### src/rtl/rna_pkg.sv
// Package for the rational number ALU: widths, command and status codes,
// and the job record passed from the front end to the back end. No dependencies.
package rna_pkg;
    localparam int W  = 32;
    localparam int DW = 2 * W;
    localparam int CW = $clog2(DW + 1);

    typedef enum logic [2:0] {
        CMD_NORM = 3'd0, CMD_ADD = 3'd1, CMD_SUB = 3'd2, CMD_MUL = 3'd3,
        CMD_DIV  = 3'd4, CMD_CMP = 3'd5, CMD_NEG = 3'd6, CMD_NORM7 = 3'd7
    } cmd_t;

    localparam logic [1:0] ST_OK   = 2'd0;
    localparam logic [1:0] ST_ZDEN = 2'd1;
    localparam logic [1:0] ST_OVF  = 2'd2;

    // Operand magnitudes and signs, classified by the front end.
    typedef struct packed {
        cmd_t          cmd;
        logic          err;
        logic          an_s;
        logic          ad_s;
        logic          bn_s;
        logic          bd_s;
        logic [W-1:0]  an;
        logic [W-1:0]  ad;
        logic [W-1:0]  bn;
        logic [W-1:0]  bd;
    } job_t;

    typedef enum logic [3:0] {
        BS_IDLE, BS_M1, BS_M2, BS_M3, BS_COMB, BS_GLOAD, BS_GCD,
        BS_DINIT, BS_DIV, BS_DNEXT, BS_OUT
    } bstate_t;
endpackage

### src/rtl/rna_front.sv
// Front end of the rational number ALU: takes a command transaction and
// splits the operands into signs and magnitudes. Depends on rna_pkg.
module rna_front
    import rna_pkg::*;
(
    input  logic         clk,
    input  logic         rst_n,
    input  logic         start,
    input  logic [2:0]   cmd,
    input  logic [31:0]  a_num,
    input  logic [31:0]  a_den,
    input  logic [31:0]  b_num,
    input  logic [31:0]  b_den,
    input  logic         q_full,
    output logic         busy,
    output logic         push,
    output job_t         job
);
    logic  take;
    logic  bin;
    cmd_t  c;

    function automatic logic [W-1:0] mag(input logic [W-1:0] v);
        mag = v[W-1] ? (~v + 1'b1) : v;
    endfunction

    assign busy = q_full;
    assign take = start && !busy;
    assign c    = cmd_t'(cmd);
    assign bin  = (c == CMD_ADD) || (c == CMD_SUB) || (c == CMD_MUL) ||
                  (c == CMD_DIV) || (c == CMD_CMP);

    always_comb
    begin
        job.cmd  = c;
        job.an   = mag(a_num[W-1:0]);
        job.ad   = mag(a_den[W-1:0]);
        job.bn   = mag(b_num[W-1:0]);
        job.bd   = mag(b_den[W-1:0]);
        job.an_s = a_num[W-1];
        job.ad_s = a_den[W-1];
        job.bn_s = b_num[W-1];
        job.bd_s = b_den[W-1];
        job.err  = (a_den[W-1:0] == '0) || (bin && b_den[W-1:0] == '0) ||
                   (c == CMD_DIV && b_num[W-1:0] == '0);
    end

    assign push = take;

    logic took_reg;
    always_ff @(posedge clk or negedge rst_n)
    begin
        if (!rst_n)
            took_reg <= 1'b0;
        else
            took_reg <= take;
    end

    assert property (@(posedge clk) disable iff (!rst_n) push |-> !q_full)
        else $error("push into full queue");
    assert property (@(posedge clk) disable iff (!rst_n) took_reg |-> $past(start))
        else $error("transaction without start");
    assert property (@(posedge clk) disable iff (!rst_n) (start && !q_full) |-> push)
        else $error("accepted transaction not pushed");
endmodule

### config.mk
export PLATFORM = sky130hd
export DESIGN_NAME = rna_front
export DESIGN_NICKNAME = d
export VERILOG_FILES = /design/src/rtl/rna_pkg.sv /design/src/rtl/rna_front.sv
export SDC_FILE = /design/constraint.sdc
export NUM_CORES = 1
export LEC_CHECK = 0
export BUFFER_PORTS_ARGS = -buffer_cell sky130_fd_sc_hd__buf_2
export CORE_AREA = 2 2 106 108
export DETAILED_ROUTE_END_ITERATION = 7
export DIE_AREA = 0 0 108 110
export PLACE_DENSITY = 0.7
export SLEW_MARGIN = 20
export SYNTH_ARGS = -nofsm -noshare
export SYNTH_HDL_FRONTEND = slang
export SYNTH_SLANG_ARGS = --single-unit
### constraint.sdc
create_clock -name vclk -period 2.7
set_clock_uncertainty 0.1 [all_clocks]
set_input_delay 0.27 -clock vclk [all_inputs]
set_output_delay 0.27 -clock vclk [all_outputs]
set_load 0.05 [all_outputs]
### Word-level counts from Yosys, hierarchy flattened

Cells that the tools add are included.

* bits in registers: 0
* bits of input ports: 135
* output and inout bits: 138
* logic and storage cells: 30

* add/sub/neg operators: 4
* eq/ne operators: 5
* multiplexer cells: 4
* bitwise gates (word level): 4
* reduce and logical (&&, ||, !) cells: 13

Operators with widths (number)
* 32-bit by 1-bit adder with 32-bit output, second input constant: 4
* 32-bit two-way mux: 4
* 32-bit NOT: 4
* 32-bit logical NOT: 3
* 3-bit by 2-bit equality test with 1-bit output, second input constant: 2
* 3-bit equality test, second input constant: 2
* 1-bit logical OR: 6
* 3-bit by 1-bit equality test with 1-bit output, second input constant: 1
* 1-bit logical AND: 3
* 1-bit logical NOT: 1

### Logic depth before layout (Yosys ltp)

* word-level depth: 8
* gate-level depth with buffers: 7
* depth with buffers taken out: 6

### Worst setup path after synthesis

No wires, ideal clock.

* path kind: in2out
* from: input port a_num[20]
* to: output port job[127] in the netlist's numbering
* data arrival time: 2.854 ns
* data required time: 2.330 ns
* path slack: -0.524 ns
* stages on the path: 4
* path through: or4_1 nand4b_1 nor3_1 nor4bb_1

RTL lines
* from (decl): RTL line rna_front.sv:10 `input logic [31:0] a_num,`
* to (decl): RTL line rna_front.sv:17 `output job_t job`

==> metrics <==
Critical Path Most Common Cell or4_4; FP Rows 38; largest family of logic cells by synthesized area XOR/XNOR gates; Yosys warnings 0; vias 4250; Hold-fix buffers, CTS 0; most common cell after layout, fill and taps aside buf_2; Iteration-0 DRC Markers 279; cell area power density 309 mW/mm²; worst relative slew slack 47.4%; maximum vdd drop 0.188 mV; first-pass GRT wire length 17300 µm; Worst Tran Pin Value 0.788 ns; Seq/Total Area, Yosys 0%; fin crit share 99.2%; Distinct cells, synth 35; Post-Synth Adder-Cell Area 1.68%; Fin. Hold Viols 0; Crit-path slowest cell or4_4; pin count of the biggest net entering global routing 36; startpoint type of the worst setup path input port; buffers added on ports 271; CP Class in2out; FFs & Latches 0; RSZ-0062 raised after global routing true; FF+latch area 0 µm²; final-stage net count 839; Initial Util 27.8%; Die X 108 µm; Placer Congestion 0.878; Synth Instances 428; CP peak stage delay 0.53 ns; worst-path cell chain buf_2, or4_4, or4_4, buf_12, o41ai_2, xnor2_2, buf_4; fin util 44.5%; final WL 11600 µm; pins over their slew limit 0; Syn Nets 567; final instance area 0.00476 mm²; Buf+Inv Stages, Crit Path 3; P&R area growth vs syn 60.1%; CLK BUF 0; fillcell total 1177; post-synthesis compound-gate area fraction 27.8%; Arrival @ worst endpoint 2.31 ns; fin crit period 2.68 ns; Pleak 2.06 nW; die area 0.0119 mm²; diode count 0; Post-DP HPWL 9850 µm; Synth Area in Simple Gates 28.6%; share of cells above drive strength 1 47.9%; drt drc 0; most frequent cells in the layout buf_2 (259), xnor2_1 (104), buf_4 (42); placed inst area 0.00466 mm²; Overflow after GRT 0; dpl ws -0.0961 ns; vias per inst 5.07; mapped cell area 0.00298 mm²; global-route usage over all layers 17.2%; min setup slack post-route 0.0205 ns; post-synthesis mux area share 0%; worst-path maximum fanout 10; worst min-delay path class in2out; max-cap viol count 0; Top Ports 273; Chip Height 110 µm; initial antenna violation count 0; vias in the first global route 3667; Worst Path Required 2.33 ns; Mapped Avg Cell Area 6.95 µm²; drt pass-1 iters 4; Antenna Nets Post-Route 0; Critical Path Sink Type primary output; status complete, no violations; maximum clock frequency 373 MHz; Setup-failing EPs final 0; XOR/XNOR Fraction of Synth Area 33.9%; routed len/inst 13.8 µm; cell family with most CP delay simple AND/OR/NAND/NOR gates; Fin Setup TNS 0 ns; core box area 0.0107 mm²
[where the power goes]
part           leakage [nW]  switching [mW]  internal (mW)
Clock                     0               0              0
Sequential                0               0              0
Combinational          2.06            1.06          0.411
[worst paths after layout]
check	from	end	slack [ns]	cells after the start
max	a_den[12]	job[91]	0.02	7
min	q_full	busy	0.74	2
[cell usage after synthesis, drive strengths merged]
master / instances / area [µm²]
xnor2: 112 / 981
o41ai: 38 / 393
o31ai: 34 / 255
nand2: 31 / 116
o21ai: 28 / 140
clkbuf: 18 / 67.6
buf: 16 / 121
nor2: 16 / 60.1
nor3: 16 / 80.1
nand3: 15 / 75.1
nor4: 15 / 93.8
inv: 14 / 52.6
or3: 14 / 87.6
or4: 14 / 109
nand2b: 9 / 56.3
or2: 7 / 43.8
nand4: 5 / 31.3
a21oi: 4 / 20.0
ha: 4 / 50.1
nor3b: 4 / 30.0
nor2b: 3 / 18.8
xor2: 3 / 26.3
nand3b: 2 / 15.0
nand4b: 2 / 17.5
a211o: 1 / 8.76
and2: 1 / 6.26
nor4bb: 1 / 10.0
o31a: 1 / 8.76
[layer usage]
metal  track usage, %  vias to the layer above  wire length, µm
li1                 -                     2146                -
met1             20.9                     1939             4730
met2             34.0                      165             5960
met3             2.06                        0              874
met4            0.275                        0                0
met5                0                        -                0
[cells by family (layout without fill, tap and decap cells)]
family          Yosys count  count (layout)
compound gates          106             106
buf+inv                  48             318
simple gates            155             155
xor+xnor                115             115
fa+ha+maj                 4               4
[metrics by stage]
step	hold slack [ns]	std cells	total power, mW
floorplan	0.546	428	1.05
global placement	0.740	837	1.45
detailed placement	0.742	837	1.45
CTS	0.742	837	1.47
global route	0.751	838	1.55
finish	0.742	838	1.47
[final cells by class]
| cell class | instances | area (µm²) | area share, % |
|---|---|---|---|
| multi-input combinational | 380 | 2880 | 60.5 |
| timing repair buffer | 304 | 1650 | 34.7 |
| tap | 140 | 175 | 3.68 |
| inverter | 14 | 52.6 | 1.10 |
[repair_timing]
item,4_1_cts,5_1_grt
gates resized for setup,15,8
setup buffers,0,1
endpoints found under the setup margin,13,15
pin swaps,2,0
hold endpoints to repair,0,0
Note: power is estimated with default switching activity, not from simulation.
