[config.mk]
export PLATFORM = sky130hd
export DESIGN_NAME = rna_queue
export DESIGN_NICKNAME = d
export VERILOG_FILES = /design/src/rtl/rna_pkg.sv /design/src/rtl/rna_queue.sv
export SDC_FILE = /design/constraint.sdc
export NUM_CORES = 1
export LEC_CHECK = 0
export BUFFER_PORTS_ARGS = -buffer_cell sky130_fd_sc_hd__buf_2
export CAP_MARGIN = 20
export CORE_MARGIN = 2
export CORE_UTILIZATION = 30
export CTS_CLUSTER_SIZE = 12
export DETAILED_ROUTE_END_ITERATION = 7
export PLACE_DENSITY_LB_ADDON = 0.15
export SLEW_MARGIN = 20
export SYNTH_ARGS = -nofsm -noshare
export SYNTH_HDL_FRONTEND = slang
export SYNTH_SLANG_ARGS = --single-unit
[constraint.sdc]
create_clock -name clk -period 9 [get_ports clk]
set_input_delay 1.8 -clock clk [delete_from_list [all_inputs] [get_ports clk]]
set_output_delay 1.8 -clock clk [all_outputs]
set_load 0.01 [all_outputs]
[src/rtl/rna_pkg.sv]
// Package for the rational number ALU: widths, command and status codes,
// and the job record passed from the front end to the back end. No dependencies.
package rna_pkg;
    localparam int W  = 32;
    localparam int DW = 2 * W;
    localparam int CW = $clog2(DW + 1);

    typedef enum logic [2:0] {
        CMD_NORM = 3'd0, CMD_ADD = 3'd1, CMD_SUB = 3'd2, CMD_MUL = 3'd3,
        CMD_DIV  = 3'd4, CMD_CMP = 3'd5, CMD_NEG = 3'd6, CMD_NORM7 = 3'd7
    } cmd_t;

    localparam logic [1:0] ST_OK   = 2'd0;
    localparam logic [1:0] ST_ZDEN = 2'd1;
    localparam logic [1:0] ST_OVF  = 2'd2;

    // Operand magnitudes and signs, classified by the front end.
    typedef struct packed {
        cmd_t          cmd;
        logic          err;
        logic          an_s;
        logic          ad_s;
        logic          bn_s;
        logic          bd_s;
        logic [W-1:0]  an;
        logic [W-1:0]  ad;
        logic [W-1:0]  bn;
        logic [W-1:0]  bd;
    } job_t;

    typedef enum logic [3:0] {
        BS_IDLE, BS_M1, BS_M2, BS_M3, BS_COMB, BS_GLOAD, BS_GCD,
        BS_DINIT, BS_DIV, BS_DNEXT, BS_OUT
    } bstate_t;
endpackage

[src/rtl/rna_queue.sv]
// Two-entry job queue between the front and back ends. Depends on rna_pkg.
module rna_queue
    import rna_pkg::*;
(
    input  logic clk,
    input  logic rst_n,
    input  logic push,
    input  job_t din,
    input  logic pop,
    output logic full,
    output logic empty,
    output job_t dout
);
    job_t       mem_reg [2];
    logic       wp_reg, rp_reg;
    logic [1:0] cnt_reg;

    assign full  = cnt_reg == 2'd2;
    assign empty = cnt_reg == 2'd0;
    assign dout  = mem_reg[rp_reg];

    always_ff @(posedge clk)
    begin
        if (push)
            mem_reg[wp_reg] <= din;
    end

    always_ff @(posedge clk or negedge rst_n)
    begin
        if (!rst_n)
        begin
            wp_reg  <= 1'b0;
            rp_reg  <= 1'b0;
            cnt_reg <= 2'd0;
        end
        else
        begin
            if (push) wp_reg <= ~wp_reg;
            if (pop)  rp_reg <= ~rp_reg;
            cnt_reg <= cnt_reg + {1'b0, push} - {1'b0, pop};
        end
    end

    assert property (@(posedge clk) disable iff (!rst_n) pop |-> !empty)
        else $error("pop from empty queue");
    assert property (@(posedge clk) disable iff (!rst_n) cnt_reg != 2'd3)
        else $error("queue count out of range");
    assert property (@(posedge clk) disable iff (!rst_n)
        (cnt_reg == 2'd0) |-> (wp_reg == rp_reg))
        else $error("empty queue with unequal pointers");
endmodule

Word level (Yosys, flattened, before mapping)
Memory sizes are Yosys's and may differ from the RTL's.
Cells that the tools add are included.

word-level totals
  flip-flop bits (word level) = 4
  memory bits (writable) = 272
  input port bits = 140
  memories = 1

memories
  name     words  bits a word  read ports  clocked after memory_dff  wr ports  line             text
  mem_reg  2      136          1           0                         1         rna_queue.sv:14  job_t mem_reg [2];

operators by class
  add/sub/neg operators = 2
  eq/ne operators = 1
  mux-type cells = 2
  bitwise operators = 2
  reductions and logical operators = 1

operators with widths
  cell                                         number
  2-bit by 1-bit adder with 2-bit output       1
  2-bit equality test (second input constant)  1
  2-bit zero test                              1
  1-bit 2-to-1 mux                             2
  1-bit inverter                               2
  2-bit by 1-bit subtractor with 2-bit output  1

Longest topological paths before layout
  depth after elaboration = 2
  gate-level depth with buffers = 5

Least setup slack after synthesis
No wires, ideal clock.

  kind = input-to-reg
  start point = input push
  end point = memory mem_reg[0][0] in the netlist's numbering (enable)
  arrival = 7690 ps
  setup slack = 661 ps
  stages on the path = 1
  path buffers = 0
  cells stage by stage = nor2b_1

between the ends
  cells in the longest elaborated chain, start to end = 2

RTL lines
  item                                    line             text
  from (decl)                             rna_queue.sv:7   input logic push,
  1-bit 2-to-1 mux                        rna_queue.sv:24  if (push)
  1-bit 2-to-1 mux (implied by the code)  rna_queue.sv:25  mem_reg[wp_reg] <= din;
  to (decl)                               rna_queue.sv:14

Every way passes these cells.

==> impl_metrics.tcl <==
set metrics [dict create \
    outcome "finished clean" \
    grt_use_met3_pct 3.85 \
    required_ns 7.20 \
    largest_reg_flops 272 \
    slew_violations 0 \
    hold_buffers 0 \
    hpwl_um 12900 \
    post_drt_wl_per_cell_um 16.6 \
    cts_buffer_depth 3 \
    die_y_um 187 \
    drt_iter0_drc 287 \
    grt_pass1_wl_um 30400 \
    power.density_mw_per_mm2 316 \
    syn_to_final_growth_pct 27.7 \
    portBuffers 277 \
    crit_family "flip-flops" \
    drc 0 \
    drtAntennaViolNets 0 \
    dieArea_mm2 0.0351 \
    start_kind "flip-flop" \
    vias 5070 \
    synth-seq-area-share_pct 81.9 \
    worstPathArrival_ns 2.95 \
    num_rows 67 \
    syn_area_mm2 0.0101 \
    cts_tree "yes" \
    finalSetupViolations 0 \
    slowest_delay_ns 0.95 \
    hold_viol 0 \
    crit_chain "buf_4 -> buf_16 -> mux2_2 -> buf_2" \
    path_buf_inv 3 \
    synth_seq_cells 276 \
    fin_worst_skew_ns 0.00595 \
    yosys.area.top_type "edfxtp_1" \
    fmax_mhz 210 \
    start_util_pct 30.2 \
    fin_crit_ns 4.75 \
    grt_max_degree 80 \
    grt_usage_pct 11.0 \
    fillers 3163 \
    end_kind "output port" \
    critPathKind "reg -> out" \
    cts_sinks 276 \
    die_w_um 187 \
    cts_resized 0 \
    cts_root_buf "clkbuf_16" \
    drive_above_1_share_pct 60.9 \
    p_leak_uw 0.00480 \
    drt-pass1-iter-count 4 \
    gp_congestion 0.724 \
    grt_pass1_vias 5367 \
    rsz0062_at_grt "no" \
    via_per_inst 4.20 \
    numCtsBuffers 30 \
    clk_pin_slew_ns 0.06 \
    clk_latency_ns 0.54 \
    nets 879 \
    yosysTopAreaCellShare_pct 81.0 \
    multi_input_area_mm2 0.00163 \
    yosys_warnings 0 \
    final_core_util_pct 38.6 \
    syn-num-nets 580 \
    use_met2_pct 17.1 \
    grt_antenna_before_repair 2 \
    routed_wl_um 20100 \
    crit_slowest_cell "dfrtp_4" \
    worst_pin_slew_ns 1.01 \
    ys_top_cells_by_area "edfxtp_1 81%, mux2_2 15%, clkbuf_8 1.4%" \
    vdd_drop_max_uv 143 \
    grt-ovfl-total 0 \
    register_area_mm2 0.00827 \
    coreArea_mm2 0.0334 \
    synth.avg_cell_area_um2 23.0 \
    io-pin-count 278 \
    path_max_fanout 59 \
    syn_inst 438 \
    postCtsSetupBuffers 0 \
    gr-usage-met1_pct 14.5 \
    grt-busiest-layer "met2" \
    fin_crit_sh_pct 52.8 \
    synth_cell_types 12 \
    htreeDepth 1 \
    cap_violations 0 \
    hold_path_class "reg -> reg" \
    relSlewSlack_pct 32.8 \
    tns_ns 0 \
]
routing by layer:
metal	wire length, um	share of wire [%]	vias to the layer above
li1	-	-	2352
met1	8790	44	2463
met2	8990	45	212
met4	589	2.9	2
met5	12	0.060	-
met3	1710	8.5	41
stage by stage:
| step | hold slack, ns | power, uW | cell area, um^2 | std cells | worst slack, ns |
|---|---|---|---|---|---|
| CTS | 0.550 | 4140 | 12900 | 1204 | 3.97 |
| floorplan | 0.455 | 2570 | 10100 | 438 | 0.661 |
| global placement | 0.528 | 2900 | 11900 | 1152 | 4.61 |
| global route | 0.573 | 4280 | 12900 | 1206 | 4.06 |
| detailed placement | 0.538 | 2920 | 11900 | 1152 | 4.57 |
| finish | 0.546 | 4070 | 12900 | 1207 | 4.25 |
cell type report:
cell class / instances / share of cell area (%)
clock inverter: 14 / 1.27
timing repair buffer: 282 / 11.2
inverter: 2 / 0.0583
antenna: 2 / 0.0388
tap: 448 / 4.35
clock buffer: 38 / 6.22
multi-input combinational: 145 / 12.7
sequential: 276 / 64.2
cell usage in the layout (no fill, tap or decap), types with 2 or more instances in the layout:
cell and instances:
clkinv_2 5, edfxtp_1 272, mux2_2 136, dfrtp_1 3, ha_1 2, clkbuf_1 7, xor2_1 2, diode_2 2
clkbuf_16 31, inv_1 2, clkinv_1 5, buf_4 4, bufinv_16 4, buf_2 277
power by group:
group	switching [uW]	internal [uW]	leakage, uW	total, uW
registers	105	1710	0.00260	1810
clock network	460	735	0.000474	1200
logic	560	502	0.00172	1060
cells by family (layout without fill, tap and decap cells):
group	Yosys count	in the layout	share of synthesized area [%]
other	0	2	0
xor gates and xnor gates	3	3	0.409
adders and majority gates	2	2	0.248
muxes	136	136	15.2
buffers and inverters	17	336	2.00
and+or+nand+nor	4	4	0.223
DFF	276	276	81.9
worst paths after layout:
check / startpoint / to / slack (ns) / cells after the start
hold / removal: wp_reg / wp_reg / 0.55 / 1
min in group asynchronous: rst_n / rp_reg / 1.06 / 1
hold reg to reg: wp_reg / wp_reg / 0.55 / 1
max in group asynchronous: rst_n / rp_reg / 7.80 / 1
setup / recovery: rp_reg / dout[116] / 4.25 / 4
setup reg to reg: wp_reg / mem_reg[1][46] / 6.44 / 2
cell usage after synthesis:
library cell  number
xor3_1             1
xor2_1             2
dfrtp_1            4
mux2_2           136
edfxtp_1         272
and2_1             1
nor2b_1            2
buf_6              5
inv_1              2
ha_1               2
nor2_1             1
clkbuf_8          10
(Power assumes the default switching activity.)
